===== src/hw/rtl/rad_pkg.sv =====
// Shared types and constants for the reaction-advection-diffusion stencil.
// Used by every module of the block; depends on nothing.
`timescale 1ns / 1ps
`default_nettype none
package rad_pkg;

    localparam int DENS_W  = 32;   // density word, unsigned Q.16
    localparam int IDX_W   = 12;   // grid index
    localparam int COEF_W  = 32;   // Q2.30 coefficients
    localparam int POS_W   = 32;   // signed Q16.16 position
    localparam int CFG_A_W = 3;
    localparam int MUL_W   = 35;   // shared multiplier operand width
    localparam int PROD_W  = 2 * MUL_W;
    localparam int ACC_W   = 56;

    // Register map
    localparam logic [CFG_A_W-1:0] REG_LAST_INDEX = 3'd0;
    localparam logic [CFG_A_W-1:0] REG_GROWTH     = 3'd1;
    localparam logic [CFG_A_W-1:0] REG_INV_CAP    = 3'd2;
    localparam logic [CFG_A_W-1:0] REG_DRIFT      = 3'd3;
    localparam logic [CFG_A_W-1:0] REG_ADVECT     = 3'd4;
    localparam logic [CFG_A_W-1:0] REG_DIFFUSION  = 3'd5;
    localparam logic [CFG_A_W-1:0] REG_GRID_STEP  = 3'd6;
    localparam logic [CFG_A_W-1:0] REG_ORIGIN     = 3'd7;

    typedef struct packed {
        logic [IDX_W-1:0]         last_index;
        logic signed [COEF_W-1:0] growth_coef;
        logic signed [COEF_W-1:0] inv_capacity;
        logic signed [COEF_W-1:0] drift_coef;
        logic signed [COEF_W-1:0] advect_coef;
        logic signed [COEF_W-1:0] diffusion_coef;
        logic [30:0]              grid_step;
        logic signed [POS_W-1:0]  origin;
    } rad_cfg_t;

    // One queued item of work for the back end
    typedef struct packed {
        logic                    has_main;   // emit a point before any boundary
        logic                    main_calc;  // main point is interior: run the update
        logic [IDX_W-1:0]        main_idx;
        logic                    main_last;
        logic                    has_bnd;    // emit the closing boundary point
        logic [IDX_W-1:0]        bnd_idx;
        logic [DENS_W-1:0]       ul;
        logic [DENS_W-1:0]       uc;
        logic [DENS_W-1:0]       ur;
        logic signed [POS_W-1:0] pos;
    } rad_cmd_t;

    typedef enum logic [3:0] {
        ST_IDLE, ST_C0, ST_C1, ST_C2, ST_C3, ST_C4, ST_C5, ST_C6, ST_C7,
        ST_MAIN, ST_BND
    } rad_state_t;

endpackage
`default_nettype wire


===== src/hw/rtl/rad_front.sv =====
// Front end: accepts densities, keeps the three-point window, grid counter
// and position, and turns each item into a work command. Uses rad_pkg.
`timescale 1ns / 1ps
`default_nettype none
module rad_front
    import rad_pkg::*;
(
    input  wire logic              clk,
    input  wire logic              rst_n,
    input  wire rad_cfg_t          cfg,
    input  wire logic              in_valid,
    output logic                   in_ready,
    input  wire logic [DENS_W-1:0] density,
    output logic                   push,
    output rad_cmd_t               cmd,
    input  wire logic              q_full
);

    logic [DENS_W-1:0]       win0_reg, win1_reg;
    logic [IDX_W-1:0]        cnt_reg, cnt_next;
    logic signed [POS_W-1:0] pos_reg, pos_next;
    logic                    acc, sweep_end;
    logic signed [POS_W:0]   pos_sum, neg_org;

    assign in_ready  = !q_full;
    assign acc       = in_valid && in_ready;
    assign sweep_end = (cnt_reg >= cfg.last_index);

    // Work out position and command
    always_comb
    begin
        neg_org  = -{cfg.origin[POS_W-1], cfg.origin};
        pos_sum  = {pos_reg[POS_W-1], pos_reg} + {2'b00, cfg.grid_step};
        pos_next = pos_reg;
        if (cnt_reg == '0)
        begin
            pos_next = (neg_org[POS_W] != neg_org[POS_W-1]) ?
                       {1'b0, {(POS_W-1){1'b1}}} : neg_org[POS_W-1:0];
        end
        else if (cnt_reg >= IDX_W'(2))
        begin
            pos_next = (pos_sum[POS_W] != pos_sum[POS_W-1]) ?
                       {1'b0, {(POS_W-1){1'b1}}} : pos_sum[POS_W-1:0];
        end
        cnt_next = sweep_end ? '0 : cnt_reg + IDX_W'(1);

        cmd.has_main  = (cnt_reg == '0) || (cnt_reg >= IDX_W'(2));
        cmd.main_calc = (cnt_reg >= IDX_W'(2));
        cmd.main_idx  = (cnt_reg == '0) ? '0 : cnt_reg - IDX_W'(1);
        cmd.main_last = (cnt_reg == '0) && sweep_end;
        cmd.has_bnd   = (cnt_reg != '0) && sweep_end;
        cmd.bnd_idx   = cnt_reg;
        cmd.ul        = win1_reg;
        cmd.uc        = win0_reg;
        cmd.ur        = density;
        cmd.pos       = pos_next;
        push          = acc && (cmd.has_main || cmd.has_bnd);
    end

    // Advance counter and position
    always_ff @(posedge clk or negedge rst_n)
    begin
        if (!rst_n)
        begin
            cnt_reg  <= '0;
            pos_reg  <= '0;
            win0_reg <= '0;
            win1_reg <= '0;
        end
        else if (acc)
        begin
            cnt_reg  <= cnt_next;
            pos_reg  <= pos_next;
            win1_reg <= win0_reg;
            win0_reg <= density;
        end
    end

endmodule
`default_nettype wire


===== config.mk =====
export PLATFORM = sky130hd
export DESIGN_NAME = rad_front
export DESIGN_NICKNAME = d
export VERILOG_FILES = /design/src/hw/rtl/rad_pkg.sv /design/src/hw/rtl/rad_front.sv
export SDC_FILE = /design/constraint.sdc
export NUM_CORES = 1
export LEC_CHECK = 0
export BUFFER_PORTS_ARGS = -buffer_cell sky130_fd_sc_hd__buf_2
export CORE_MARGIN = 8
export CORE_UTILIZATION = 35
export CTS_CLUSTER_DIAMETER = 200
export CTS_CLUSTER_SIZE = 16
export DETAILED_ROUTE_END_ITERATION = 6
export GPL_ROUTABILITY_DRIVEN = 1
export PLACE_DENSITY = 0.76
export SYNTH_ARGS = -nofsm -noshare
export SYNTH_HDL_FRONTEND = slang
export SYNTH_SLANG_ARGS = --single-unit

===== constraint.sdc =====
create_clock -name clk -period 13.7 [get_ports clk]
set_clock_uncertainty 0.2 [all_clocks]
set_input_delay 1.37 -clock clk [delete_from_list [all_inputs] [get_ports clk]]
set_output_delay 1.37 -clock clk [all_outputs]
set_load 0.005 [all_outputs]

After elaboration in Yosys (flattened, before gate mapping) --
Cells that the tools add are included.
Word-level totals: register bits after elaboration 108, input port bits 271, output and inout port bits 158, word-level logic and storage cells 27
Operators by class: add/sub/neg operators 4, magnitude comparators 2, eq/ne operators 2, multiplexer cells 6, reductions and logical operators 9
Operator list (number):
- $mux 32 | 4
- $add 32x32->33 | 1
- $neg 33->33 | 1
- $mux 12 | 2
- $add 12x1->12 const B | 1
- $ge 12x12->1 | 1
- $ge 12x2->1 const B | 1
- $logic_not 12->1 | 1
- $reduce_bool 12->1 | 1
- $sub 12x1->12 const B | 1
- $logic_and 1x1->1 | 4
- $logic_or 1x1->1 | 2
- $ne 1x1->1 | 2
- $logic_not 1->1 | 1

Logic depth before layout (Yosys ltp) --
depth in word-level cells 5, gate-level depth with buffers 19, mapped depth without buffers 17

Worst setup path after synthesis --
OpenSTA, ideal clock, no wires.
kind input port to output port, from input port cfg[32] (netlist name), to output port cmd[30] (netlist name), arrival time 4.874 ns, required time 12.130 ns, path slack 7.256 ns, cell stages on the path 17, buffers on the path 1, cell sequence ha_1 > fa_1 > a21oi_1 > o211ai_1 > a311o_1 > a211oi_1 > a21oi_1 > o21a_1 > o21a_1 > o21ai_0 > and3b_1 > ha_1 > nand2b_1 > buf_2 > nor2_1 > o211ai_1 > and3_1
RTL lines:
- start: declaration | line rad_front.sv:10 | input wire rad_cfg_t cfg,
- end: declaration | line rad_front.sv:15 | output rad_cmd_t cmd,

==> qor.json <==
{
  "outcome": {"value": "complete, no violations"},
  "async_reset_ff_frac": {"value": 1.00},
  "dr.pass1.iters": {"value": 6},
  "tritoncts_clock_tree": {"value": "yes"},
  "path_max_fanout": {"value": 19},
  "hold_depth": {"value": 2},
  "grt.met3_usage": {"value": 0.0634},
  "final.hold.worst_slack": {"value": 272, "unit": "ps"},
  "detailedPlace.worstSlack": {"value": 5230, "unit": "ps"},
  "busiest_metal_layer_after_global_routing": {"value": "met2"},
  "cts_resized": {"value": 0},
  "total_power": {"value": 1.93, "unit": "mW"},
  "grt_overflow_total": {"value": 0},
  "setup_viol_count_final": {"value": 0},
  "drc": {"value": 0},
  "seq_area_frac_synth": {"value": 0.334},
  "dp_hpwl": {"value": 22.2, "unit": "mm"},
  "ys_ff_latch": {"value": 108},
  "max-slew-margin-rel": {"value": 0.242},
  "post_syn_area": {"value": 8100, "unit": "um2"},
  "holdCritPathClass": {"value": "flop to flop"},
  "grt_usage": {"value": 0.200},
  "num_antenna_cells": {"value": 0},
  "postSynthAreaPerCell": {"value": 7.83, "unit": "um2"},
  "tightest_slew": {"value": 1140, "unit": "ps"},
  "cts_sinks": {"value": 108},
  "synth_largest_area_cell": {"value": "dfrtp_1"},
  "routed-via-count": {"value": 8323},
  "power.leakage": {"value": 4.94, "unit": "nW"},
  "dieHeight": {"value": 168, "unit": "um"},
  "rows": {"value": 55},
  "initial_utilization": {"value": 0.357},
  "cts-root-to-sink-buffers": {"value": 2},
  "postPlaceCellArea": {"value": 9430, "unit": "um2"},
  "die_width": {"value": 168, "unit": "um"},
  "crit_slowest_cell": {"value": "nor2_1"},
  "grt_util_met2": {"value": 0.332},
  "finalNetCount": {"value": 1558},
  "cts.clk_slew.worst_paths": {"value": 80, "unit": "ps"},
  "place.detailed.instances": {"value": 1511},
  "timing.hold.worst.start": {"value": "win1_reg[31]"},
  "timing.final.crit_share": {"value": 0.621},
  "cts.repair_timing.setup_buffer_count": {"value": 0},
  "power_per_standard_cell_area": {"value": 199, "unit": "nW/um2"},
  "design.die.area": {"value": 28300, "unit": "um2"},
  "max_freq": {"value": 0.117, "unit": "GHz"},
  "postLayoutCellArea": {"value": 9730, "unit": "um2"},
  "grt_start_max_net_pins": {"value": 93},
  "clock_tree.htree_level_count": {"value": 3},
  "floorplan.core_area": {"value": 22700, "unit": "um2"},
  "multi_input_area": {"value": 4870, "unit": "um2"},
  "port_buffers": {"value": 268},
  "area.sequential": {"value": 2700, "unit": "um2"},
  "syn-num-nets": {"value": 1356},
  "vdd_drop_max": {"value": 75.3, "unit": "uV"},
  "worst_hold_path.endpoint": {"value": "win1_reg[31]"},
  "reg2reg_from": {"value": "pos_reg[0]"},
  "worst-endpoint-required": {"value": 12130, "unit": "ps"},
  "cts-buffers-inserted": {"value": 9},
  "post_route_cells_drive_above_1_share": {"value": 0.258},
  "ys_warn_count": {"value": 0},
  "gr-usage-met1": {"value": 0.249},
  "cp_cell_sequence": {"value": "buf_2 > ha_1 > fa_1 > a21oi_1 > o211ai_1 > a311o_1 > a211oi_1 > a21oi_1 > o21a_1 > o21a_1 > o21ai_0 > and3b_1 > ha_1 > nand2b_1 > nor2_1 > o211ai_1 > and3_1 > buf_2"},
  "crit-reg2reg-capture": {"value": "pos_reg[16]"},
  "gp_congestion": {"value": 0.985},
  "first_global_vias": {"value": 8352},
  "drt-vias-per-instance": {"value": 5.45},
  "fillers": {"value": 2285},
  "critical_path_arrival": {"value": 6940, "unit": "ps"},
  "crit_path_start_kind": {"value": "primary input"},
  "post_synth_inst_count": {"value": 1035},
  "synth_flop_cell": {"value": "dfrtp_1"},
  "grt_pass1_wl": {"value": 45.2, "unit": "mm"},
  "yosys.area.top_type_share": {"value": 0.334},
  "ys_types": {"value": 70},
  "number_of_enable_flip_flop_cells_after_synthesis": {"value": 0},
  "number_of_max_slew_violations_in_the_final_report": {"value": 0},
  "rsz0062_at_grt": {"value": "false"},
  "slowest_cell_delay_on_critical_path": {"value": 890, "unit": "ps"},
  "synth.top_cells.by_area": {"value": "dfrtp_1 (33%), nand2_1 (13%), ha_1 (7.6%)"},
  "clock-root-buffer": {"value": "clkbuf_16"},
  "ios": {"value": 429},
  "worst_skew_pair.late_latency": {"value": 370, "unit": "ps"},
  "cap_viol_max_count": {"value": 0},
  "r2r_setup_slack": {"value": 7660, "unit": "ps"},
  "area.growth.synth_to_final": {"value": 20.1, "unit": "%"},
  "final_cells": {"value": 1527},
  "routed_wirelength": {"value": 29.1, "unit": "mm"},
  "first_iter_violations": {"value": 525},
  "grt_antenna_before_repair": {"value": 2},
  "final.setup.worst_slack": {"value": 5190, "unit": "ps"},
  "cts-hold-fix-buffers": {"value": 0},
  "final_core_util": {"value": 0.428},
  "setup.worst_path.class": {"value": "primary input to output pin"},
  "critPathCaptureType": {"value": "output pin"},
  "tns": {"value": 0, "unit": "ps"},
  "reg2reg_depth": {"value": 17},
  "wire_per_inst": {"value": 19.0, "unit": "um"},
  "min_clock_period_post_route": {"value": 8510, "unit": "ps"},
  "route.antenna.remaining_nets": {"value": 0},
  "final_hold_viol_count": {"value": 0}
}
-- per-layer routing --
| layer | routed length, um | vias to the layer above | part of all wire |
|---|---|---|---|
| met2 | 13500 | 378 | 0.47 |
| li1 | - | 3955 | - |
| met1 | 12300 | 3955 | 0.42 |
| met5 | 22 | - | 0.00076 |
| met3 | 2860 | 31 | 0.098 |
| met4 | 353 | 4 | 0.012 |
-- worst max-delay path: cells and delay by family --
family	cells	cell delay (ps)
AO/OA/AOI/OAI	9	2260
buffers and inverters	2	220
adder cells (fa/ha/maj)	3	1060
AND/OR/NAND/NOR	4	2010
-- Yosys cell counts (6+ instances only) --
| cell type | count |
|---|---|
| or4_1 | 6 |
| nand2_1 | 270 |
| inv_1 | 24 |
| nor3_1 | 23 |
| nand3_1 | 17 |
| o21a_1 | 7 |
| or3_1 | 8 |
| and3_1 | 12 |
| o31ai_1 | 7 |
| xor2_1 | 25 |
| a31oi_1 | 13 |
| nand4_1 | 10 |
| dfrtp_1 | 108 |
| a21oi_1 | 56 |
| ha_1 | 49 |
| mux2_2 | 12 |
| a21o_1 | 16 |
| nor2_1 | 78 |
| o21ai_0 | 43 |
| clkbuf_1 | 47 |
| o22ai_1 | 20 |
| xnor2_1 | 38 |
| buf_4 | 32 |
| nor4_1 | 8 |
| nand2b_1 | 9 |
-- area by class of cell --
class | instances | area share
sequential | 108 | 0.278
timing repair buffer | 276 | 0.144
inverter | 24 | 0.00926
tap | 285 | 0.0366
clock buffer | 9 | 0.0231
clock inverter | 7 | 0.00823
multi-input combinational | 818 | 0.501
-- where the power goes --
group / total, mW / internal [mW] / leakage [nW] / switching, mW
Sequential: 0.463 / 0.394 / 1.32 / 0.0696
Combinational: 1.19 / 0.478 / 3.47 / 0.714
Clock: 0.278 / 0.131 / 0.146 / 0.147
-- how the worst max path moves through the flow --
stage / startpoint / end / slack, ps / cells past startpoint
floorplan: cfg[32] / cmd[30] / 7260 / 17
global placement: cfg[32] / cmd[30] / 5290 / 18
detailed placement: cfg[32] / cmd[30] / 5230 / 18
CTS: cfg[32] / cmd[30] / 5220 / 18
global route: cfg[32] / cmd[30] / 4870 / 18
finish: cfg[32] / cmd[30] / 5190 / 18
-- cell usage in the layout (no fill, tap or decap), types with 4 or more instances in the layout --
cell type	synthesis	final
a21oi_1	56	56
xnor2_1	38	38
o31ai_1	7	7
nor2_1	78	78
o21a_1	7	7
o221ai_1	5	5
a31oi_1	13	13
clkbuf_16	0	9
nand3b_1	4	4
nand4_1	10	10
o21ai_0	43	43
xor2_1	25	25
mux2_2	12	12
o211ai_1	4	4
dfrtp_1	108	108
nor2b_1	5	4
and3_1	12	12
nor4_1	8	8
and2_1	4	4
inv_1	24	24
nor3b_1	4	4
a211oi_1	5	5
nand3_1	17	17
a21o_1	16	16
buf_2	4	267
nand2_1	270	269
a22oi_1	5	5
nand2b_1	9	9
buf_4	32	9
mux2i_1	5	5
o22ai_1	20	20
nor3_1	23	23
ha_1	49	49
or3_1	8	8
or4_1	6	6
-- cells by family (layout without fill, tap and decap cells) --
kind of cell	count (synthesis)	after routing	synth area share
simple gates	477	477	0.265
compound gates	211	211	0.166
buf+inv	109	316	0.0669
flops	108	108	0.334
xor+xnor	63	63	0.0681
fa+ha+maj	50	50	0.0781
mux	17	17	0.0229
Note: power is estimated with default switching activity, not from simulation.
