### config.mk
export PLATFORM = sky130hd
export DESIGN_NAME = rad_back
export DESIGN_NICKNAME = d
export VERILOG_FILES = /design/src/hw/rtl/rad_pkg.sv /design/src/hw/rtl/rad_back.sv
export SDC_FILE = /design/constraint.sdc
export NUM_CORES = 2
export LEC_CHECK = 0
export ABC_AREA = 1
export BUFFER_PORTS_ARGS = -buffer_cell sky130_fd_sc_hd__buf_4
export CELL_PAD_IN_SITES_DETAIL_PLACEMENT = 1
export CELL_PAD_IN_SITES_GLOBAL_PLACEMENT = 2
export CORE_UTILIZATION = 31
export CTS_CLUSTER_SIZE = 24
export DETAILED_ROUTE_END_ITERATION = 8
export GPL_TIMING_DRIVEN = 0
export PLACE_DENSITY = 0.71
export SLEW_MARGIN = 20
export SYNTH_ARGS = -nofsm -noshare
export SYNTH_HDL_FRONTEND = slang
export SYNTH_SLANG_ARGS = --single-unit
### constraint.sdc
create_clock -name clk -period 10.2 [get_ports clk]
set_input_delay 1.02 -clock clk [delete_from_list [all_inputs] [get_ports clk]]
set_output_delay 1.02 -clock clk [all_outputs]
set_load 0.05 [all_outputs]
### src/hw/rtl/rad_pkg.sv
// Shared types and constants for the reaction-advection-diffusion stencil.
// Used by every module of the block; depends on nothing.
`timescale 1ns / 1ps
`default_nettype none
package rad_pkg;

    localparam int DENS_W  = 32;   // density word, unsigned Q.16
    localparam int IDX_W   = 12;   // grid index
    localparam int COEF_W  = 32;   // Q2.30 coefficients
    localparam int POS_W   = 32;   // signed Q16.16 position
    localparam int CFG_A_W = 3;
    localparam int MUL_W   = 35;   // shared multiplier operand width
    localparam int PROD_W  = 2 * MUL_W;
    localparam int ACC_W   = 56;

    // Register map
    localparam logic [CFG_A_W-1:0] REG_LAST_INDEX = 3'd0;
    localparam logic [CFG_A_W-1:0] REG_GROWTH     = 3'd1;
    localparam logic [CFG_A_W-1:0] REG_INV_CAP    = 3'd2;
    localparam logic [CFG_A_W-1:0] REG_DRIFT      = 3'd3;
    localparam logic [CFG_A_W-1:0] REG_ADVECT     = 3'd4;
    localparam logic [CFG_A_W-1:0] REG_DIFFUSION  = 3'd5;
    localparam logic [CFG_A_W-1:0] REG_GRID_STEP  = 3'd6;
    localparam logic [CFG_A_W-1:0] REG_ORIGIN     = 3'd7;

    typedef struct packed {
        logic [IDX_W-1:0]         last_index;
        logic signed [COEF_W-1:0] growth_coef;
        logic signed [COEF_W-1:0] inv_capacity;
        logic signed [COEF_W-1:0] drift_coef;
        logic signed [COEF_W-1:0] advect_coef;
        logic signed [COEF_W-1:0] diffusion_coef;
        logic [30:0]              grid_step;
        logic signed [POS_W-1:0]  origin;
    } rad_cfg_t;

    // One queued item of work for the back end
    typedef struct packed {
        logic                    has_main;   // emit a point before any boundary
        logic                    main_calc;  // main point is interior: run the update
        logic [IDX_W-1:0]        main_idx;
        logic                    main_last;
        logic                    has_bnd;    // emit the closing boundary point
        logic [IDX_W-1:0]        bnd_idx;
        logic [DENS_W-1:0]       ul;
        logic [DENS_W-1:0]       uc;
        logic [DENS_W-1:0]       ur;
        logic signed [POS_W-1:0] pos;
    } rad_cmd_t;

    typedef enum logic [3:0] {
        ST_IDLE, ST_C0, ST_C1, ST_C2, ST_C3, ST_C4, ST_C5, ST_C6, ST_C7,
        ST_MAIN, ST_BND
    } rad_state_t;

endpackage
`default_nettype wire

### src/hw/rtl/rad_back.sv
// Back end: runs the point update on one shared multiplier over eight steps
// and drives the result register. Uses rad_pkg.
`timescale 1ns / 1ps
`default_nettype none
module rad_back
    import rad_pkg::*;
(
    input  wire logic              clk,
    input  wire logic              rst_n,
    input  wire rad_cfg_t          cfg,
    input  wire logic              q_valid,
    input  wire rad_cmd_t          q_cmd,
    output logic                   pop,
    output logic                   out_valid,
    input  wire logic              out_ready,
    output logic [DENS_W-1:0]      new_density,
    output logic [IDX_W-1:0]       point_index,
    output logic                   clamped,
    output logic                   last_of_sweep
);

    rad_state_t                state_reg, state_next;
    rad_cmd_t                  cmd_reg;
    logic signed [PROD_W-1:0]  prod_reg;
    logic signed [MUL_W-1:0]   omk_reg, omk_next;
    logic signed [ACC_W-1:0]   acc_reg, acc_next;
    logic signed [MUL_W-1:0]   mul_a, mul_b;
    logic signed [MUL_W-1:0]   sh30, c_s, ul_s, ur_s;
    logic signed [ACC_W-1:0]   t16, t30;
    logic                      ov_reg, ov_next, out_free, load_out;
    logic [DENS_W-1:0]         val_next;
    logic [IDX_W-1:0]          idx_next;
    logic                      clp_next, last_next;

    assign out_free  = !ov_reg || out_ready;
    assign c_s       = MUL_W'({1'b0, cmd_reg.uc});
    assign ul_s      = MUL_W'({1'b0, cmd_reg.ul});
    assign ur_s      = MUL_W'({1'b0, cmd_reg.ur});
    assign sh30      = prod_reg[MUL_W+29:30];
    assign t16       = ACC_W'($signed(prod_reg[PROD_W-1:16]));
    assign t30       = ACC_W'($signed(prod_reg[PROD_W-1:30]));

    // Sequence the update and the emits
    always_comb
    begin
        state_next = state_reg;
        omk_next   = omk_reg;
        acc_next   = acc_reg;
        mul_a      = '0;
        mul_b      = '0;
        pop        = 1'b0;
        load_out   = 1'b0;
        val_next   = '0;
        idx_next   = cmd_reg.main_idx;
        clp_next   = 1'b0;
        last_next  = cmd_reg.main_last;
        case (state_reg)
            ST_IDLE:
            begin
                if (q_valid)
                begin
                    pop = 1'b1;
                    if (q_cmd.main_calc)
                        state_next = ST_C0;
                    else if (q_cmd.has_main)
                        state_next = ST_MAIN;
                    else
                        state_next = ST_BND;
                end
            end
            ST_C0:
            begin
                mul_a = c_s;
                mul_b = MUL_W'(cfg.inv_capacity);
                state_next = ST_C1;
            end
            ST_C1:
            begin
                omk_next = MUL_W'(65536) - sh30;
                mul_a = MUL_W'(cfg.growth_coef);
                mul_b = c_s;
                state_next = ST_C2;
            end
            ST_C2:
            begin
                mul_a = sh30;
                mul_b = omk_reg;
                state_next = ST_C3;
            end
            ST_C3:
            begin
                acc_next = ACC_W'(c_s) + t16;
                mul_a = MUL_W'(cfg.drift_coef);
                mul_b = c_s;
                state_next = ST_C4;
            end
            ST_C4:
            begin
                acc_next = acc_reg + t30;
                mul_a = MUL_W'(cfg.advect_coef);
                mul_b = MUL_W'(cmd_reg.pos);
                state_next = ST_C5;
            end
            ST_C5:
            begin
                mul_a = sh30;
                mul_b = ur_s - ul_s;
                state_next = ST_C6;
            end
            ST_C6:
            begin
                acc_next = acc_reg + t16;
                mul_a = MUL_W'(cfg.diffusion_coef);
                mul_b = ur_s + ul_s - (c_s <<< 1);
                state_next = ST_C7;
            end
            ST_C7:
            begin
                acc_next = acc_reg + t30;
                state_next = ST_MAIN;
            end
            ST_MAIN:
            begin
                if (cmd_reg.main_calc)
                begin
                    if (acc_reg < 0)
                        clp_next = 1'b1;
                    else if (acc_reg > ACC_W'({DENS_W{1'b1}}))
                        val_next = {DENS_W{1'b1}};
                    else
                        val_next = acc_reg[DENS_W-1:0];
                end
                if (out_free)
                begin
                    load_out   = 1'b1;
                    state_next = cmd_reg.has_bnd ? ST_BND : ST_IDLE;
                end
            end
            ST_BND:
            begin
                idx_next  = cmd_reg.bnd_idx;
                last_next = 1'b1;
                if (out_free)
                begin
                    load_out   = 1'b1;
                    state_next = ST_IDLE;
                end
            end
            default:
            begin
                state_next = ST_IDLE;
            end
        endcase
        ov_next = load_out ? 1'b1 : (out_ready ? 1'b0 : ov_reg);
    end

    // Hold command, multiplier product and sums
    always_ff @(posedge clk)
    begin
        if (pop)
            cmd_reg <= q_cmd;
        prod_reg <= mul_a * mul_b;
        omk_reg  <= omk_next;
        acc_reg  <= acc_next;
        if (load_out)
        begin
            new_density   <= val_next;
            point_index   <= idx_next;
            clamped       <= clp_next;
            last_of_sweep <= last_next;
        end
    end

    // Advance state and result valid
    always_ff @(posedge clk or negedge rst_n)
    begin
        if (!rst_n)
        begin
            state_reg <= ST_IDLE;
            ov_reg    <= 1'b0;
        end
        else
        begin
            state_reg <= state_next;
            ov_reg    <= ov_next;
        end
    end

    assign out_valid = ov_reg;

endmodule
`default_nettype wire

## Word-level counts from Yosys, hierarchy flattened

Index checks and enable logic that the tools add are counted.
Widths: inputs -> output; s select.

- Register bits: 367
- Logic and storage cells: 74
- Output and inout bits: 48

- Reduce and logical (&&, ||, !) cells: 12
- Magnitude comparators: 2
- $mul: 1
- Add/sub/neg operators: 7
- Equal/unequal tests: 13
- Multiplexer cells: 19
- Bitwise logic cells: 2

Operators with widths:

| operator | count |
|---|---|
| $pmux 35 s6 | 2 |
| $pmux 56 s3 | 1 |
| $mul 35x35->70 | 1 |
| $add 56x40->56 | 1 |
| $add 56x54->56 | 1 |
| $gt 56x32->1 const B | 1 |
| $lt 56x1->1 const B | 1 |
| $add 33x54->55 | 1 |
| $pmux 4 s11 | 1 |
| $sub 18x35->35 const A | 1 |
| $sub 33x33->34 | 1 |
| $add 32x32->33 | 1 |
| $sub 32x32->33 | 1 |
| $mux 32 | 1 |
| $mux 4 | 5 |
| $eq 4x3->1 const B | 4 |
| $eq 4x4->1 const B | 3 |
| $mux 12 | 1 |
| $eq 4x2->1 const B | 2 |
| $reduce_or 2->1 | 4 |
| $mux 1 | 7 |
| $ne 2x2->1 const B | 3 |
| $eq 4x1->1 const B | 1 |
| $logic_not 4->1 | 1 |
| other kinds (9) | 10 |

## Longest topological paths before layout

- Depth after elaboration: 5
- Depth in mapped cells: 47
- Mapped depth without buffers: 46

## Worst setup path before layout

OpenSTA, ideal clock, no wires.

- Path kind: input to output
- Start point: input port q_valid
- End point: output port pop
- Arrival: 8,035 ps
- Stages on the path: 2
- Slack: 1,145 ps
- Path through: inv_1 -> nor2_1

- Longest elaborated chain between the ends: 2

Ends and longest elaborated chain:

| item | RTL line | RTL |
|---|---|---|
| from (decl) | rad_back.sv:11 | `input wire logic q_valid,` |
| $mux 1 | rad_back.sv:60 | `if (q_valid)` |
| $mux 1 | rad_back.sv:57 | `case (state_reg)` |
| to (decl) | rad_back.sv:13 | `output logic pop,` |

No other way between the ends.

## Final worst setup path

- Start point: register cmd_reg[43] (netlist bit)
- End point: register prod_reg[64]

- Longest elaborated chain between the ends: 4
- Elaborated cells between the ends (all ways): 5

Ends and longest elaborated chain:

| item | RTL line | RTL |
|---|---|---|
| from (decl) | rad_back.sv:23 | `rad_cmd_t cmd_reg;` |
| from (signal assigned) | rad_back.sv:161 | `cmd_reg <= q_cmd;` |
| $add 32x32->33 | rad_back.sv:114 | `mul_b = ur_s + ul_s - (c_s <<< 1);` |
| $sub 33x33->34 | rad_back.sv:114 |  |
| $pmux 35 s6 * | rad_back.sv:57 |  |
| $mul 35x35->70 * | rad_back.sv:162 | `prod_reg <= mul_a * mul_b;` |
| to (signal assigned) | rad_back.sv:162 |  |
| to (decl) | rad_back.sv:24 | `logic signed [PROD_W-1:0] prod_reg;` |

Every way passes the cells marked *; elsewhere a longest branch is shown, timed or not.
A chain may end at the register's enable or synchronous reset.

==> results by group <==
Logic synthesis
  • Yosys reg bits: 351
  • Area of the mapped netlist: 0.0741 mm2
  • Post-synth ARST share: 1.42%
  • Main synth FF type: edfxtp_1
  • Avg Synthesized Cell Area: 7.65 um2
  • Seq/Total Area, Yosys: 13.5%
  • Post-synth cell types: 62
  • Syn Nets: 11,800
  • Syn. warnings: 0
  • Post-Syn Instances: 9,685
  • EDFF count, synth: 292

CTS
  • CTS H-tree lvls: 2
  • Num CTS Buffers: 40
  • CTS root buf: clkbuf_16
  • CTS tree: done
  • Clock sink count: 351
  • Deepest clock path buffer count: 3
  • Post-CTS Hold Buffers: 0
  • Worst skew pair latency: 640 ps
  • Clk pin slew, worst setup/hold paths: 60 ps

STA
  • Final Hold Vio Count: 0
  • Max Clk Rate: 99.8 MHz
  • RSZ-0062 raised after global routing: true
  • Final setup viols: 0
  • Clock skew: 39.7 ps
  • Min Tclk post-route: 10,020 ps
  • Worst-margin pin slew: 1170 ps
  • Slew margin rel.: 21.6%
  • Final period util: 98.2%
  • Slew Limit Fails: 0

Routing
  • Routed via count: 69,000
  • Initial DRT Pass Iterations: 5
  • ANT nets after route: 0
  • DR WL/cell: 29.3 um
  • WL final: 393 mm
  • 1st-iter DRT viols: 6,266
  • Vias per cell: 5.14
  • Drt drc: 0

Critical path
  • Startpoint Class: flip-flop
  • Slowest CP cell: fa_1
  • Worst Path Required: 10,700 ps
  • Crit Path Max Fanout: 10
  • CP max stage delay: 590 ps
  • Most frequent CP cell: inv_1
  • Crit path DAT: 10,520 ps
  • Worst setup path class: flip-flop to flip-flop
  • CP Capture Type: flip-flop

Global route
  • Vias in the first global route: 72,500
  • Initial antenna violation count: 29
  • Largest net degree at the start of global routing: 45
  • GR Overflow Total: 0
  • Gr usage total: 32.4%
  • First-pass GRT wire length: 551 mm

Placement
  • Port Buf Inserts: 367
  • Detailed placer's ending HPWL: 341 mm
  • Placer Congestion: 0.993
  • Placed Cells: 13,200

Min path
  • Hold WC Path Type: input pin to asynchronous set/reset pin

Job
  • Total of max-cap violations: 0

Final layout
  • Max FFs per register: 123
  • Commonest non-fill, non-tap cell in the layout: nand2_1
  • Layout fillers: 29,000
  • Final Net Count: 12,300
  • Commonest non-fill, non-tap cells in the layout: nand2_1 (2,755), inv_1 (2,432), fa_1 (1,319), nor2_1 (568), buf_4 (481)
  • Area Overhead vs Synth: 14.2%
  • Share of layout cells above drive strength 1: 10.7%
  • Non-Filler Instances: 13,400

Floorplan
  • Die X: 491 um
  • Full die area: 0.241 mm2
  • Vert. Die Dim: 491 um
  • Top Ports: 443
  • Core Box Area: 0.238 mm2
  • Initial Util: 31.2%
  • Row Count: 179

Outcome
  • Status: complete, no violations
[cell usage after synthesis, types with 5 or more instances]
master / instances / share of area (%)
a21oi_1: 361 / 2.4
nand3_1: 340 / 2.3
edfxtp_1: 292 / 12
nor3_4: 8 / 0.18
nand4_1: 65 / 0.55
xnor2_1: 20 / 0.24
a22oi_1: 6 / 0.061
dfxtp_1: 54 / 1.5
nand3b_1: 21 / 0.21
buf_2: 219 / 1.5
nand3_2: 25 / 0.34
o21bai_1: 26 / 0.26
nand2_1: 2773 / 14
clkbuf_1: 33 / 0.17
fa_1: 1343 / 36
o21ai_2: 5 / 0.059
nor4_4: 10 / 0.29
nor2_1: 587 / 3.0
dfrtp_1: 5 / 0.17
or2_2: 15 / 0.13
nand2_4: 8 / 0.12
nor3_1: 65 / 0.44
buf_4: 16 / 0.16
inv_1: 2436 / 12
nor3_2: 6 / 0.081
xor2_1: 72 / 0.85
nor4_1: 19 / 0.16
a221oi_2: 20 / 0.41
ha_1: 356 / 6.0
buf_6: 16 / 0.24
o21ai_1: 11 / 0.074
a21o_1: 11 / 0.11
o21ai_0: 270 / 1.8
inv_2: 40 / 0.20
o21a_1: 5 / 0.051
a22o_1: 47 / 0.56
a21boi_0: 7 / 0.071
and2_1: 9 / 0.076
and3_1: 16 / 0.14
[cell families (layout without fill, tap and decap cells)]
logic type                 count (synthesis)  after routing  synth area share, %
AOI/OAI and AO/OA                        799            799                 6.31
xor gates and xnor gates                  92             92                 1.09
adders and majority gates               1699           1699                 42.3
buffers and inverters                   2765           3321                 14.6
DFF                                      351            351                 13.5
other                                      0             10                    0
and+or+nand+nor                         3979           3979                 22.2
[what timing repair did]
item | in CTS | in global routing
buffers inserted | 65 | 33
pin swaps | 15 | 13
endpoints found under the setup margin | 49 | 46
resized for setup | 125 | 180
[routing by layer]
layer / vias to the layer above / routed length [um] / GRT usage (%)
met1: 36100 / 172000 / 45.7
li1: 29800 / - / -
met5: - / 93 / 0
met3: 449 / 32100 / 5.80
met4: 14 / 16900 / 11.0
met2: 2630 / 171000 / 49.8
[stage by stage]
stage                     hold slack (ps)  TNS, ps  util, %  cell area (um2)  worst slack [ps]
final                                 197        0     35.6            84600               180
after global routing                  178    -76.6     35.6            84600             -31.7
after CTS                             147    -1.46     35.2            83800             -1.46
after floorplan                       479        0        -            74100              1150
after global placement                492  -262860     34.0            80800             -2660
after detailed placement              494   -36970     34.2            81300             -1510
[critical path, delay by kind of cell (launching register included)]
kind,cells,cell delay (ps)
adder cells (fa/ha/maj),11,5780
AND/OR/NAND/NOR,15,1980
buffers and inverters,12,1320
flip-flops,1,360
AO/OA/AOI/OAI,1,290
XOR/XNOR,1,120
[path summary, 6_finish.rpt]
| check | from | end | slack, ps | depth (start not counted) |
|---|---|---|---|---|
| worst max-delay path | cmd_reg[43]$_DFFE_PP_ | prod_reg[64]$_DFF_P_ | 180 | 40 |
| min in group clk | cmd_reg[141]$_DFFE_PP_ | last_of_sweep$_SDFFCE_PP1P_ | 510 | 1 |
| worst min-delay path | rst_n | state_reg[3]$_DFFE_PN0P_ | 200 | 1 |
| worst max register to register | cmd_reg[43]$_DFFE_PP_ | prod_reg[64]$_DFF_P_ | 180 | 40 |
| max in group asynchronous | rst_n | out_valid$_DFFE_PN0P_ | 9890 | 1 |
| worst min register to register | cmd_reg[141]$_DFFE_PP_ | last_of_sweep$_SDFFCE_PP1P_ | 510 | 1 |
[area by class of cell]
type	instances	area, um2	area share (%)
tap	3167	3960	4.68
clock buffer	43	1060	1.26
sequential	351	9970	11.8
inverter	2478	9320	11.0
multi-input combinational	6569	54000	63.8
antenna	10	25.0	0.0296
timing repair buffer	489	4230	5.00
clock inverter	28	211	0.250
buffer	283	1830	2.16
Power is left out: the tool's default activity adds up to more than one toggle a clock period on the data nets, which glitch-free logic cannot reach.
