File: config.mk
export PLATFORM = sky130hd
export DESIGN_NAME = rad_queue
export DESIGN_NICKNAME = d
export VERILOG_FILES = /design/src/hw/rtl/rad_pkg.sv /design/src/hw/rtl/rad_queue.sv
export SDC_FILE = /design/constraint.sdc
export NUM_CORES = 1
export LEC_CHECK = 0
export ABC_AREA = 1
export BUFFER_PORTS_ARGS = -buffer_cell sky130_fd_sc_hd__buf_2
export CAP_MARGIN = 30
export CORE_MARGIN = 1.5
export CORE_UTILIZATION = 55
export CTS_BUF_LIST = sky130_fd_sc_hd__clkbuf_2 sky130_fd_sc_hd__clkbuf_4 sky130_fd_sc_hd__clkbuf_8
export DETAILED_ROUTE_END_ITERATION = 7
export MAX_ROUTING_LAYER = met4
export PLACE_DENSITY = 0.85
export SYNTH_ARGS = -nofsm -noshare
export SYNTH_HDL_FRONTEND = slang
export SYNTH_SLANG_ARGS = --single-unit
export TNS_END_PERCENT = 100
File: constraint.sdc
create_clock -name clk -period 10.7 [get_ports clk]
set_input_delay 3.21 -clock clk [delete_from_list [all_inputs] [get_ports clk]]
set_output_delay 3.21 -clock clk [all_outputs]
set_load 0.05 [all_outputs]
File: src/hw/rtl/rad_pkg.sv
// Shared types and constants for the reaction-advection-diffusion stencil.
// Used by every module of the block; depends on nothing.
`timescale 1ns / 1ps
`default_nettype none
package rad_pkg;

    localparam int DENS_W  = 32;   // density word, unsigned Q.16
    localparam int IDX_W   = 12;   // grid index
    localparam int COEF_W  = 32;   // Q2.30 coefficients
    localparam int POS_W   = 32;   // signed Q16.16 position
    localparam int CFG_A_W = 3;
    localparam int MUL_W   = 35;   // shared multiplier operand width
    localparam int PROD_W  = 2 * MUL_W;
    localparam int ACC_W   = 56;

    // Register map
    localparam logic [CFG_A_W-1:0] REG_LAST_INDEX = 3'd0;
    localparam logic [CFG_A_W-1:0] REG_GROWTH     = 3'd1;
    localparam logic [CFG_A_W-1:0] REG_INV_CAP    = 3'd2;
    localparam logic [CFG_A_W-1:0] REG_DRIFT      = 3'd3;
    localparam logic [CFG_A_W-1:0] REG_ADVECT     = 3'd4;
    localparam logic [CFG_A_W-1:0] REG_DIFFUSION  = 3'd5;
    localparam logic [CFG_A_W-1:0] REG_GRID_STEP  = 3'd6;
    localparam logic [CFG_A_W-1:0] REG_ORIGIN     = 3'd7;

    typedef struct packed {
        logic [IDX_W-1:0]         last_index;
        logic signed [COEF_W-1:0] growth_coef;
        logic signed [COEF_W-1:0] inv_capacity;
        logic signed [COEF_W-1:0] drift_coef;
        logic signed [COEF_W-1:0] advect_coef;
        logic signed [COEF_W-1:0] diffusion_coef;
        logic [30:0]              grid_step;
        logic signed [POS_W-1:0]  origin;
    } rad_cfg_t;

    // One queued item of work for the back end
    typedef struct packed {
        logic                    has_main;   // emit a point before any boundary
        logic                    main_calc;  // main point is interior: run the update
        logic [IDX_W-1:0]        main_idx;
        logic                    main_last;
        logic                    has_bnd;    // emit the closing boundary point
        logic [IDX_W-1:0]        bnd_idx;
        logic [DENS_W-1:0]       ul;
        logic [DENS_W-1:0]       uc;
        logic [DENS_W-1:0]       ur;
        logic signed [POS_W-1:0] pos;
    } rad_cmd_t;

    typedef enum logic [3:0] {
        ST_IDLE, ST_C0, ST_C1, ST_C2, ST_C3, ST_C4, ST_C5, ST_C6, ST_C7,
        ST_MAIN, ST_BND
    } rad_state_t;

endpackage
`default_nettype wire

File: src/hw/rtl/rad_queue.sv
// Two-entry command queue between front and back end. Uses rad_pkg.
`timescale 1ns / 1ps
`default_nettype none
module rad_queue
    import rad_pkg::*;
(
    input  wire logic     clk,
    input  wire logic     rst_n,
    input  wire logic     push,
    input  wire rad_cmd_t wr_cmd,
    output logic          full,
    output logic          not_empty,
    input  wire logic     pop,
    output rad_cmd_t      rd_cmd
);

    rad_cmd_t   slot_reg [2];
    logic       wp_reg, rp_reg;
    logic [1:0] cnt_reg;

    assign full      = (cnt_reg == 2'd2);
    assign not_empty = (cnt_reg != 2'd0);
    assign rd_cmd    = slot_reg[rp_reg];

    // Hold entries
    always_ff @(posedge clk)
    begin
        if (push)
            slot_reg[wp_reg] <= wr_cmd;
    end

    // Advance pointers
    always_ff @(posedge clk or negedge rst_n)
    begin
        if (!rst_n)
        begin
            wp_reg  <= 1'b0;
            rp_reg  <= 1'b0;
            cnt_reg <= 2'd0;
        end
        else
        begin
            if (push)
                wp_reg <= !wp_reg;
            if (pop)
                rp_reg <= !rp_reg;
            cnt_reg <= cnt_reg + {1'b0, push} - {1'b0, pop};
        end
    end

endmodule
`default_nettype wire

-- After elaboration in Yosys (flattened, before gate mapping)
Memory sizes are Yosys's and may differ from the RTL's.
Cells that the tools add are included.
- register bits after elaboration: 4
- RAM bits: 312
- input bits: 160
- output and inout port bits: 158
- word-level logic and storage cells: 12
- memories: 1
- memory list (memory ; depth ; width ; rd ports ; clocked after Yosys merged registers in ; write ports ; line ; RTL):
    slot_reg ; 2 ; 156 ; 1 ; 0 ; 1 ; rad_queue.sv:17 ; rad_cmd_t slot_reg [2];
- add/subtract/negate cells: 2
- equal/unequal tests: 1
- mux-type cells: 2
- reductions and logical operators: 3
- operators by type and width (operator ; number):
    adder 2 x 1 -> 2 bit ; 1
    == test 2 bit (second input constant) ; 1
    zero test 1 bit ; 2
    two-way mux 1 bit ; 2
    nonzero test 2 bit ; 1
    subtractor 2 x 1 -> 2 bit ; 1

-- Logic depth before layout (Yosys ltp)
Gate-level depths: netlist (run 1).
- depth after elaboration: 2
- gate-level depth with buffers: 7
- depth with buffers taken out: 7

-- Least setup slack after synthesis (run 1)
No wires, ideal clock.
- path type: input -> register
- start: input port push
- end: memory slot_reg[0][0] (netlist bit), enable pin
- library setup time: 678 ps
- arrival time: 9772 ps
- required time: 10022 ps
- path slack: 250 ps
- stages on the path: 2
- path through: inv_1 nor2_1
- word-level cells in the longest chain between the ends: 2
- RTL lines (what ; line ; RTL):
    from (decl) ; rad_queue.sv:9 ; input wire logic push,
    two-way mux 1 bit ; rad_queue.sv:28 ; if (push)
    two-way mux 1 bit (not written as such) ; rad_queue.sv:29 ; slot_reg[wp_reg] <= wr_cmd;
    to (decl) ; rad_queue.sv:17 ;
No other way between the ends.

==> results of run 1 <==
-- per-layer routing --
layer	wire (um)	global-route usage
met1	8670	0.224
met2	12700	0.363
met3	2090	0.0614
met4	722	0.0854
met5	0	-
-- cell usage after synthesis --
library cell / number
sky130_fd_sc_hd__edfxtp_1: 312
sky130_fd_sc_hd__nand3_1: 1
sky130_fd_sc_hd__clkbuf_1: 4
sky130_fd_sc_hd__inv_1: 163
sky130_fd_sc_hd__xor2_1: 2
sky130_fd_sc_hd__buf_6: 25
sky130_fd_sc_hd__o21ai_0: 42
sky130_fd_sc_hd__o21ai_2: 66
sky130_fd_sc_hd__nand2_1: 163
sky130_fd_sc_hd__o21ai_1: 48
sky130_fd_sc_hd__nor2_1: 2
sky130_fd_sc_hd__dfrtp_1: 4
sky130_fd_sc_hd__buf_8: 1
sky130_fd_sc_hd__buf_4: 5
sky130_fd_sc_hd__ha_1: 2
-- kinds of logic (layout without fill, tap and decap cells) --
kind of cell / Yosys count / in the layout / share of synthesized area
AND/OR/NAND/NOR: 166 / 166 / 0.0515
flip-flops: 316 / 316 / 0.781
AO/OA/AOI/OAI: 156 / 156 / 0.0848
buffers and inverters: 198 / 568 / 0.0792
XOR/XNOR: 2 / 2 / 0.00144
adder cells (fa/ha/maj): 2 / 2 / 0.00206
other: 0 / 6 / 0
-- through the flow --
step           hold slack [ps]  setup slack, ps  total power, W  std cells
2_1_floorplan              463              250         0.00353        840
3_3_place_gp               529             5140         0.00384       1407
3_5_place_dp               555             5230         0.00390       1409
4_1_cts                    564             4600         0.00481       1489
5_1_grt                    586             4400         0.00499       1494
6_report                   569             4650         0.00477       1496
-- layout make-up --
cell class                 count  area, um2  share of cell area
inverter                     163        617              0.0419
sequential                   316       9470               0.643
clock buffer                  67        810              0.0550
timing repair buffer         325       1710               0.116
antenna                        6       15.0             0.00102
clock inverter                13       52.6             0.00357
multi-input combinational    326       1700               0.116
tap                          280        350              0.0238
-- power by group --
group	switching, W	internal, W
combinational	0.00171	0.000421
clock	0.000417	0.000483
sequential	0.0000957	0.00164
-- placed cells by master, fill, tap and decap left out, types with 2 or more instances in the layout --
cell	n
sky130_fd_sc_hd__o21ai_2	66
sky130_fd_sc_hd__clkinv_2	3
sky130_fd_sc_hd__o21ai_1	48
sky130_fd_sc_hd__clkbuf_4	18
sky130_fd_sc_hd__xor2_1	2
sky130_fd_sc_hd__clkinv_1	10
sky130_fd_sc_hd__o21ai_0	42
sky130_fd_sc_hd__clkbuf_8	49
sky130_fd_sc_hd__buf_12	2
sky130_fd_sc_hd__ha_1	2
sky130_fd_sc_hd__buf_4	4
sky130_fd_sc_hd__dfrtp_1	3
sky130_fd_sc_hd__nand2_1	163
sky130_fd_sc_hd__edfxtp_1	312
sky130_fd_sc_hd__inv_1	162
sky130_fd_sc_hd__buf_16	2
sky130_fd_sc_hd__buf_2	317
sky130_fd_sc_hd__diode_2	6
-- worst max-delay path by stage --
| stage | cells after the start | from | end | slack, ps |
|---|---|---|---|---|
| 2_1_floorplan | 2 | push | slot_reg[0][0] | 250 |
| 3_3_place_gp | 4 | push | slot_reg[0][46] | 5140 |
| 3_5_place_dp | 4 | rp_reg | rd_cmd[87] | 5230 |
| 4_1_cts | 4 | rp_reg | rd_cmd[91] | 4600 |
| 5_1_grt | 4 | rp_reg | rd_cmd[91] | 4400 |
| 6_report | 4 | rp_reg | rd_cmd[91] | 4650 |
==> results.tsv, run 1 <==
stage	metric	value	unit
yosys	area fraction of the dominant cell type after synthesis	0.773	
timing	worst clock skew	16.2	ps
route	final routed wire length divided by cell count	16.1	um
yosys	#FFs+latches synth	316	
timing	Finish-stage setup viols	0	
worst_setup_path	data arrival time of the critical path	2840	ps
layout	Fill cells	1559	
yosys	gate count after technology mapping	840	
worst_setup_path	reg2reg path depth	4	
worst_setup_path	slowest library cell on the worst path	sky130_fd_sc_hd__dfrtp_4	
route	DRT Wirelength	24200	um
yosys	leading area contributor after synthesis	sky130_fd_sc_hd__edfxtp_1	
layout	fraction of final layout cells with drive strength greater than 1	0.383	
power_and_ir_drop	leak pwr	6.34	nW
clock_tree	number of buffers on the longest clock path	3	
run_status	outcome	finished, final reports clean	
clock_tree	maximum level of the CTS H-tree	2	
yosys	largest cells by area after synthesis	sky130_fd_sc_hd__edfxtp_1 77%, sky130_fd_sc_hd__inv_1 5.0%, sky130_fd_sc_hd__nand2_1 5.0%	
clock_tree	count of buffers added by post-CTS timing repair for setup	0	
timing	Worst Max-Slew Pin Slew	840	ps
worst_setup_path	register-to-register setup slack	8310	ps
layout	number of flip-flops under the largest register name	312	
global_route	largest net degree at the start of global routing	150	
timing	total count of hold-check failures in the final report	0	
yosys	mapped cell area	0.0121	mm2
route	residual antenna-violating net count after detailed routing	0	
route	number of DRC markers in iteration 0	310	
route	routed vias	7338	
yosys	synthesis warning total	0	
flow_run	max-cap violations	0	
worst_setup_path	endpoint of the worst-slack reg-to-reg timing path	slot_reg[1][1]	
worst_setup_path	Required @ worst endpoint	7490	ps
timing	Tmin final	6050	ps
placement	hpwl dp	16200	um
global_route	global-route wire length before repair	35100	um
clock_tree	clock latency reported for the late side of the worst-skew pair	530	ps
layout	Post-Layout Inst Area	0.0147	mm2
clock_tree	clock-pin slew of the registers on the worst-case setup and hold paths	60	ps
global_route	number of global-route vias before repair	7311	
worst_setup_path	kind of cell with the highest combined delay on the critical path	buffers and inverters	
global_route	total gr overflow	0	
hold_path	worst hold path stage count	1	
worst_setup_path	cell chain of the critical path	buf_4, nand2_1, o21ai_2, buf_2	
timing	max-slew violation count	0	
worst_setup_path	r2r startpoint	wp_reg	
timing	worst slew margin relative to its limit	0.440	
clock_tree	TritonCTS clock tree	done	
layout	post-synthesis to final-layout area growth	21.5	%
floorplan	full die area	0.0229	mm2
global_route	all-layer global routing usage	0.209	
clock_tree	clock sinks	316	
clock_tree	cts repair resizes	0	
placement	gpl congestion	0.768	
yosys	Post-Syn Nets	1002	
clock_tree	Root Buffer Master	sky130_fd_sc_hd__clkbuf_8	
hold_path	path type of the worst min-delay path	register to register	
power_and_ir_drop	largest vdd supply drop	297	uV
floorplan	die extent in y	151	um
floorplan	number of top-level design ports	318	
floorplan	floorplan row count	54	
placement	Port Buffer Count	317	
timing	final total negative setup slack	0	ps
floorplan	effective utilization at floorplan	0.557	
route	via count normalized by instance count	4.91	
timing	Max Clock Freq	165	MHz
layout	share of the core filled with cells	0.677	
power_and_ir_drop	areal power density over the cells	324	mW/mm2
clock_tree	Hold-fix buffers, CTS	0	
worst_setup_path	delay of the slowest cell on the worst path	890	ps
floorplan	overall die width	151	um
hold_path	hold path startpoint	wp_reg	
route	router iterations before antenna repair	4	
route	DRC violation count after routing	0	
placement	total cell area at the placement stage	0.0138	mm2
timing	RSZ-0062 raised after global routing	no	
worst_setup_path	critical path launch point type	register	
yosys	sequential fraction of the synthesis area	0.781	
hold_path	destination of the worst hold path	wp_reg	
worst_setup_path	count of buffering cells on the critical path with inverters included	2	
yosys	Post-Syn Area per Cell	14.4	um2
floorplan	total core area	0.0218	mm2
timing	final period utilization	0.565	
clock_tree	number of buffers created by CTS	49	
layout	final net count	1343	
worst_setup_path	path type of the worst setup path	register to output pin	
worst_setup_path	top fanout value on the critical path	87	
worst_setup_path	Worst setup EP type	output pin	
global_route	number of antenna violations at the first check in global routing	4	
yosys	synth unique cells	15	
Power figures use the tool's default switching activity.
==> inputs of run 2 (changes only) <==
clock period = 6.1 ns   (was 10.7 ns; I/O delays follow)
==> results.tsv, run 2 (synthesis gave the netlist of run 1 again) <==
stage	metric	value	unit	change
floorplan	floorplan row count	54		unchanged
floorplan	die extent in y	151	um	unchanged
placement	number of placed instances with taps included	1408		was 1409
worst_setup_path	cell chain of the critical path	buf_12, nand2_1, o21ai_1, buf_2		was buf_4, nand2_1, o21ai_2, buf_2
placement	gpl congestion	0.772		was 0.768
worst_setup_path	Worst setup EP type	output pin		unchanged
clock_tree	clock latency reported for the late side of the worst-skew pair	530	ps	about the same
floorplan	total core area	0.0218	mm2	unchanged
route	final routed wire length divided by cell count	15.6	um	was 16.1 um
global_route	global routing met2 resource utilization	0.352		was 0.363
clock_tree	count of buffers added by post-CTS timing repair for setup	0		unchanged
timing	max-slew violation count	0		unchanged
layout	number of flip-flops under the largest register name	312		unchanged
route	DRT Wirelength	23300	um	was 24200 um
clock_tree	cts repair resizes	0		unchanged
clock_tree	number of buffers created by CTS	49		unchanged
timing	worst clock skew	10.6	ps	was 16.2 ps
timing	Tmin final	4330	ps	
layout	Fill cells	1558		was 1559
worst_setup_path	data arrival time of the critical path	2500	ps	was 2840 ps
route	via count normalized by instance count	4.90		was 4.91
route	routed vias	7335		was 7338
worst_setup_path	slowest library cell on the worst path	sky130_fd_sc_hd__dfrtp_4		unchanged
power_and_ir_drop	leak pwr	6.33	nW	was 6.34 nW
global_route	met1 usage in global routing	0.221		was 0.224
route	router iterations before antenna repair	4		unchanged
global_route	Most Crowded Layer GR	met2		unchanged
global_route	met3 Resource Use GR	0.0581		was 0.0614
worst_setup_path	critical path launch point type	register		unchanged
timing	Finish-stage setup viols	0		unchanged
hold_path	path type of the worst min-delay path	register to register		unchanged
layout	most common cell after layout, fill and taps aside	sky130_fd_sc_hd__buf_2		unchanged
run_status	outcome	finished, final reports clean		unchanged
global_route	total gr overflow	0		unchanged
timing	Worst Max-Slew Pin Slew	734	ps	was 840 ps
layout	share of the core filled with cells	0.677		about the same
global_route	largest net degree at the start of global routing	160		was 150
clock_tree	Hold-fix buffers, CTS	0		unchanged
timing	worst slew margin relative to its limit	0.511		was 0.440
placement	hpwl dp	15600	um	was 16200 um
floorplan	full die area	0.0229	mm2	unchanged
clock_tree	clock-pin slew of the registers on the worst-case setup and hold paths	60	ps	about the same
route	number of DRC markers in iteration 0	374		was 310
placement	Port Buffer Count	317		unchanged
layout	post-synthesis to final-layout area growth	21.4	%	was 21.5%
layout	final net count	1342		was 1343
floorplan	number of top-level design ports	318		unchanged
clock_tree	Root Buffer Master	sky130_fd_sc_hd__clkbuf_8		unchanged
power_and_ir_drop	largest vdd supply drop	538	uV	was 297 uV
layout	number of standard cells in the final layout excluding fillers	1497		was 1496
clock_tree	maximum level of the CTS H-tree	2		unchanged
timing	total count of hold-check failures in the final report	0		unchanged
worst_setup_path	path type of the worst setup path	register to output pin		unchanged
power_and_ir_drop	areal power density over the cells	566	mW/mm2	was 324 mW/mm2
timing	final total negative setup slack	0	ps	unchanged
layout	area used by multi-input combinational logic	0.00170	mm2	unchanged
flow_run	max-cap violations	0		unchanged
clock_tree	TritonCTS clock tree	done		unchanged
floorplan	overall die width	151	um	unchanged
clock_tree	number of buffers on the longest clock path	3		unchanged
route	residual antenna-violating net count after detailed routing	0		unchanged
layout	register cell area after layout	0.00947	mm2	unchanged
timing	RSZ-0062 raised after global routing	no		unchanged
worst_setup_path	top fanout value on the critical path	159		was 87
worst_setup_path	count of buffering cells on the critical path with inverters included	2		unchanged
global_route	global-route wire length before repair	34500	um	was 35100 um
floorplan	effective utilization at floorplan	0.557		unchanged
global_route	number of global-route vias before repair	7161		was 7311
timing	Max Clock Freq	231	MHz	
worst_setup_path	delay of the slowest cell on the worst path	720	ps	was 890 ps
worst_setup_path	kind of cell with the highest combined delay on the critical path	buffers and inverters		unchanged
timing	final period utilization	0.709		
global_route	all-layer global routing usage	0.203		was 0.209
global_route	number of antenna violations at the first check in global routing	2		was 4
layout	highest-count cells in the layout ignoring fill and taps	317 x sky130_fd_sc_hd__buf_2, 312 x sky130_fd_sc_hd__edfxtp_1, 163 x sky130_fd_sc_hd__nand2_1		unchanged
power_and_ir_drop	total power draw	0.00833	W	was 0.00477 W
worst_setup_path	Required @ worst endpoint	4270	ps	was 7490 ps
clock_tree	clock sinks	316		unchanged
layout	fraction of final layout cells with drive strength greater than 1	0.381		was 0.383
route	DRC violation count after routing	0		unchanged
run 2: changes by cell type in the layout (fill, tap and decap cells not counted), sizes merged:
cell | previous run | this run
clkinv | 13 | 22
buf | 325 | 324
clkinvlp | 0 | 1
diode | 6 | 3
clkbuf | 67 | 62
run 2: stage by stage:
| stage | setup slack (ps) | area [um2] | hold slack [ps] |
|---|---|---|---|
| 5_1_grt | 1620 | 14700 | 587 |
| 3_3_place_gp | 2440 | 13800 | 533 |
| 4_1_cts | 1790 | 14700 | 550 |
| 6_report | 1770 | 14700 | 544 |
| 3_5_place_dp | 2380 | 13800 | 541 |
| 2_1_floorplan | 691 | 12100 | 515 |
run 2: path summary, 6_finish.rpt:
kind	from	endpoint	slack (ps)	depth (start not counted)
max	rp_reg	rd_cmd[90]	1770	4
min in group asynchronous	rst_n	wp_reg	1100	1
max in group asynchronous	rst_n	rp_reg	4870	1
min reg2reg	wp_reg	wp_reg	540	1
min	wp_reg	wp_reg	540	1
max reg2reg	wp_reg	slot_reg[0][111]	4090	3
run 2: routing by layer:
layer,up-vias,routed length [um],share of wire
li1,3554,-,-
met1,3441,8290,0.36
met2,274,12300,0.53
met3,66,1940,0.083
met4,0,718,0.031
met5,-,0,0
run 2: final cells by class:
class,instances,share of cell area
Clock inverter,23,0.00672
Multi-Input combinational cell,326,0.116
Inverter,163,0.0419
Timing Repair Buffer,324,0.115
Clock buffer,62,0.0525
Antenna cell,3,0.000510
Tap cell,280,0.0238
Sequential cell,316,0.644
run 2: power by group:
group	leakage, nW	internal [W]	switching (W)
Sequential	2.97	0.00288	0.000141
Combinational	2.89	0.000734	0.00299
Clock	0.463	0.000825	0.000750
Total	6.33	0.00444	0.00388
==> inputs of run 3 (changes only) <==
ABC_AREA = 0   (was 1)
CORE_UTILIZATION = 49   (was 55)
PLACE_DENSITY = 0.81   (was 0.85)
clock period = 3.5 ns   (was 6.1 ns; I/O delays follow)
==> results.tsv, run 3 <==
stage	metric	value	unit	change
yosys	area fraction of the dominant cell type after synthesis	0.815		was 0.773
global_route	global-route wire length before repair	32000	um	was 34500 um
yosys	synth unique cells	13		was 15
layout	highest-count cells in the layout ignoring fill and taps	317 x sky130_fd_sc_hd__buf_2, 312 x sky130_fd_sc_hd__edfxtp_1, 156 x sky130_fd_sc_hd__mux2_2		was 317 x sky130_fd_sc_hd__buf_2, 312 x sky130_fd_sc_hd__edfxtp_1, 163 x sky130_fd_sc_hd__nand2_1
timing	worst clock skew	20.6	ps	was 10.6 ps
floorplan	overall die width	156	um	was 151 um
placement	gpl congestion	0.850		was 0.772
route	DRT Wirelength	22400	um	was 23300 um
clock_tree	Root Buffer Master	sky130_fd_sc_hd__clkbuf_8		unchanged
clock_tree	clock latency reported for the late side of the worst-skew pair	540	ps	was 530 ps
clock_tree	number of buffers created by CTS	49		unchanged
layout	most common cell after layout, fill and taps aside	sky130_fd_sc_hd__buf_2		unchanged
yosys	Post-Syn Area per Cell	23.0	um2	was 14.4 um2
clock_tree	Hold-fix buffers, CTS	0		unchanged
timing	Worst Max-Slew Pin Slew	738	ps	was 734 ps
floorplan	full die area	0.0244	mm2	was 0.0229 mm2
yosys	list of most frequent post-synthesis cells	312 x sky130_fd_sc_hd__edfxtp_1, 156 x sky130_fd_sc_hd__mux2_2, 13 x sky130_fd_sc_hd__buf_6		was 312 x sky130_fd_sc_hd__edfxtp_1, 163 x sky130_fd_sc_hd__inv_1, 163 x sky130_fd_sc_hd__nand2_1
timing	final total negative setup slack	0	ps	unchanged
timing	final hold slack	310	ps	was 544 ps
global_route	number of global-route vias before repair	6226		was 7161
placement	total cell area at the placement stage	0.0134	mm2	was 0.0138 mm2
worst_setup_path	Worst setup EP type	output pin		unchanged
yosys	synthesis warning total	0		unchanged
route	DRC violation count after routing	0		unchanged
route	routed vias	5936		was 7335
layout	post-synthesis to final-layout area growth	24.6	%	was 21.4%
timing	max-slew violation count	0		unchanged
floorplan	die extent in y	156	um	was 151 um
timing	Max Clock Freq	325	MHz	
yosys	mapped cell area	0.0115	mm2	was 0.0121 mm2
route	via count normalized by instance count	4.90		about the same
global_route	all-layer global routing usage	0.180		was 0.203
floorplan	number of top-level design ports	318		unchanged
clock_tree	TritonCTS clock tree	done		unchanged
placement	number of placed instances with taps included	1121		was 1408
yosys	share of synthesized registers carrying an async set or reset	0.0127		unchanged
yosys	largest cells by area after synthesis	sky130_fd_sc_hd__edfxtp_1 81%, sky130_fd_sc_hd__mux2_2 15%, sky130_fd_sc_hd__buf_6 1.3%		was sky130_fd_sc_hd__edfxtp_1 77%, sky130_fd_sc_hd__inv_1 5.0%, sky130_fd_sc_hd__nand2_1 5.0%
worst_setup_path	path type of the worst setup path	register to output pin		unchanged
floorplan	floorplan row count	55		was 54
layout	number of standard cells in the final layout excluding fillers	1211		was 1497
timing	Finish-stage setup viols	0		unchanged
clock_tree	count of buffers added by post-CTS timing repair for setup	0		unchanged
global_route	total gr overflow	0		unchanged
floorplan	effective utilization at floorplan	0.503		was 0.557
yosys	gate count after technology mapping	500		was 840
global_route	number of antenna violations at the first check in global routing	3		was 2
worst_setup_path	Required @ worst endpoint	2450	ps	was 4270 ps
yosys	leading area contributor after synthesis	sky130_fd_sc_hd__edfxtp_1		unchanged
timing	worst slew margin relative to its limit	0.508		was 0.511
route	router iterations before antenna repair	4		unchanged
timing	final period utilization	0.879		
yosys	#FFs+latches synth	316		unchanged
clock_tree	clock sinks	316		unchanged
worst_setup_path	data arrival time of the critical path	2030	ps	was 2500 ps
timing	total count of hold-check failures in the final report	0		unchanged
layout	number of flip-flops under the largest register name	312		unchanged
yosys	most frequently used flop master after synthesis	sky130_fd_sc_hd__edfxtp_1		unchanged
yosys	number of synthesized flops with an enable pin	312		unchanged
layout	Post-Layout Inst Area	0.0143	mm2	was 0.0147 mm2
timing	RSZ-0062 raised after global routing	no		unchanged
floorplan	total core area	0.0228	mm2	was 0.0218 mm2
placement	Port Buffer Count	317		unchanged
layout	final net count	1021		was 1342
power_and_ir_drop	leak pwr	5.43	nW	was 6.33 nW
placement	hpwl dp	14600	um	was 15600 um
route	number of DRC markers in iteration 0	264		was 374
route	residual antenna-violating net count after detailed routing	0		unchanged
clock_tree	maximum level of the CTS H-tree	2		unchanged
yosys	Post-Syn Nets	662		was 1002
power_and_ir_drop	areal power density over the cells	948	mW/mm2	was 566 mW/mm2
timing	Tmin final	3080	ps	
layout	share of the core filled with cells	0.627		was 0.677
clock_tree	clock-pin slew of the registers on the worst-case setup and hold paths	60	ps	about the same
global_route	largest net degree at the start of global routing	117		was 160
yosys	cell with the most instances after synthesis	sky130_fd_sc_hd__edfxtp_1		unchanged
worst_setup_path	critical path launch point type	register		unchanged
power_and_ir_drop	largest vdd supply drop	589	uV	was 538 uV
hold_path	path type of the worst min-delay path	primary input to asynchronous set/reset pin		was register to register
worst_setup_path	top fanout value on the critical path	36		was 159
flow_run	max-cap violations	0		unchanged
yosys	sequential fraction of the synthesis area	0.824		was 0.781
route	final routed wire length divided by cell count	18.5	um	was 15.6 um
layout	fraction of final layout cells with drive strength greater than 1	0.623		was 0.381
run_status	outcome	finished, final reports clean		unchanged
clock_tree	number of buffers on the longest clock path	3		unchanged
clock_tree	cts repair resizes	0		unchanged
-- run 3: cell types whose count changed in the layout (fill, tap and decap cells not counted), sizes merged, moves of 2 or more --
cell,change
nand2,-163
inv,-161
mux2,+156
o21ai,-156
nor2,-2
nor2b,+2
-- run 3: routing by layer --
| layer | wire (um) | GRT usage | part of all wire | vias to the layer above |
|---|---|---|---|---|
| met5 | 0 | - | 0 | - |
| li1 | - | - | - | 2725 |
| met3 | 1890 | 0.0603 | 0.084 | 48 |
| met4 | 654 | 0.0798 | 0.029 | 0 |
| met2 | 11900 | 0.311 | 0.53 | 254 |
| met1 | 7970 | 0.188 | 0.36 | 2909 |
-- run 3: power breakdown --
part | internal, W | switching, W | total [W]
Sequential | 0.00503 | 0.000191 | 0.00522
Combinational | 0.00152 | 0.00409 | 0.00561
Clock | 0.00145 | 0.00129 | 0.00274
-- run 3: kinds of logic (layout without fill, tap and decap cells) --
kind of cell / count (synthesis) / after routing / share of synthesized area
buffers and inverters: 19 / 413 / 0.0156
and+or+nand+nor: 4 / 4 / 0.00218
muxes: 156 / 156 / 0.153
other: 0 / 4 / 0
xor gates and xnor gates: 3 / 3 / 0.00359
DFF: 316 / 316 / 0.824
adders and majority gates: 2 / 2 / 0.00218
-- run 3: path summary, 6_finish.rpt --
kind | from | to | slack [ps] | depth (start not counted)
setup / recovery | rp_reg | rd_cmd[16] | 420 | 3
setup reg to reg | wp_reg | slot_reg[0][88] | 1910 | 2
min in group clk | wp_reg | wp_reg | 550 | 1
hold reg to reg | wp_reg | wp_reg | 550 | 1
hold / removal | rst_n | cnt_reg[1] | 310 | 1
max in group asynchronous | rst_n | rp_reg | 3020 | 1
-- run 3: per-stage QoR --
step / setup slack, ps / power (W)
2_1_floorplan: -324 / 0.00983
3_3_place_gp: 1030 / 0.0109
3_5_place_dp: 963 / 0.0109
4_1_cts: 368 / 0.0137
5_1_grt: 292 / 0.0141
6_report: 422 / 0.0136
-- run 3: cell type report --
type	count	area, um2
fill	1646	8520
antenna	4	10.0
tap	313	392
timing repair buffer	325	1710
inverter	2	7.51
sequential	316	9470
multi-input combinational	165	1860
clock buffer	63	779
clock inverter	23	97.6
-- run 3: critical path, stage by stage (launching register included) --
cell,delay [ps]
sky130_fd_sc_hd__dfrtp_4,470
sky130_fd_sc_hd__buf_4,410
sky130_fd_sc_hd__mux2_2,390
sky130_fd_sc_hd__buf_2,220
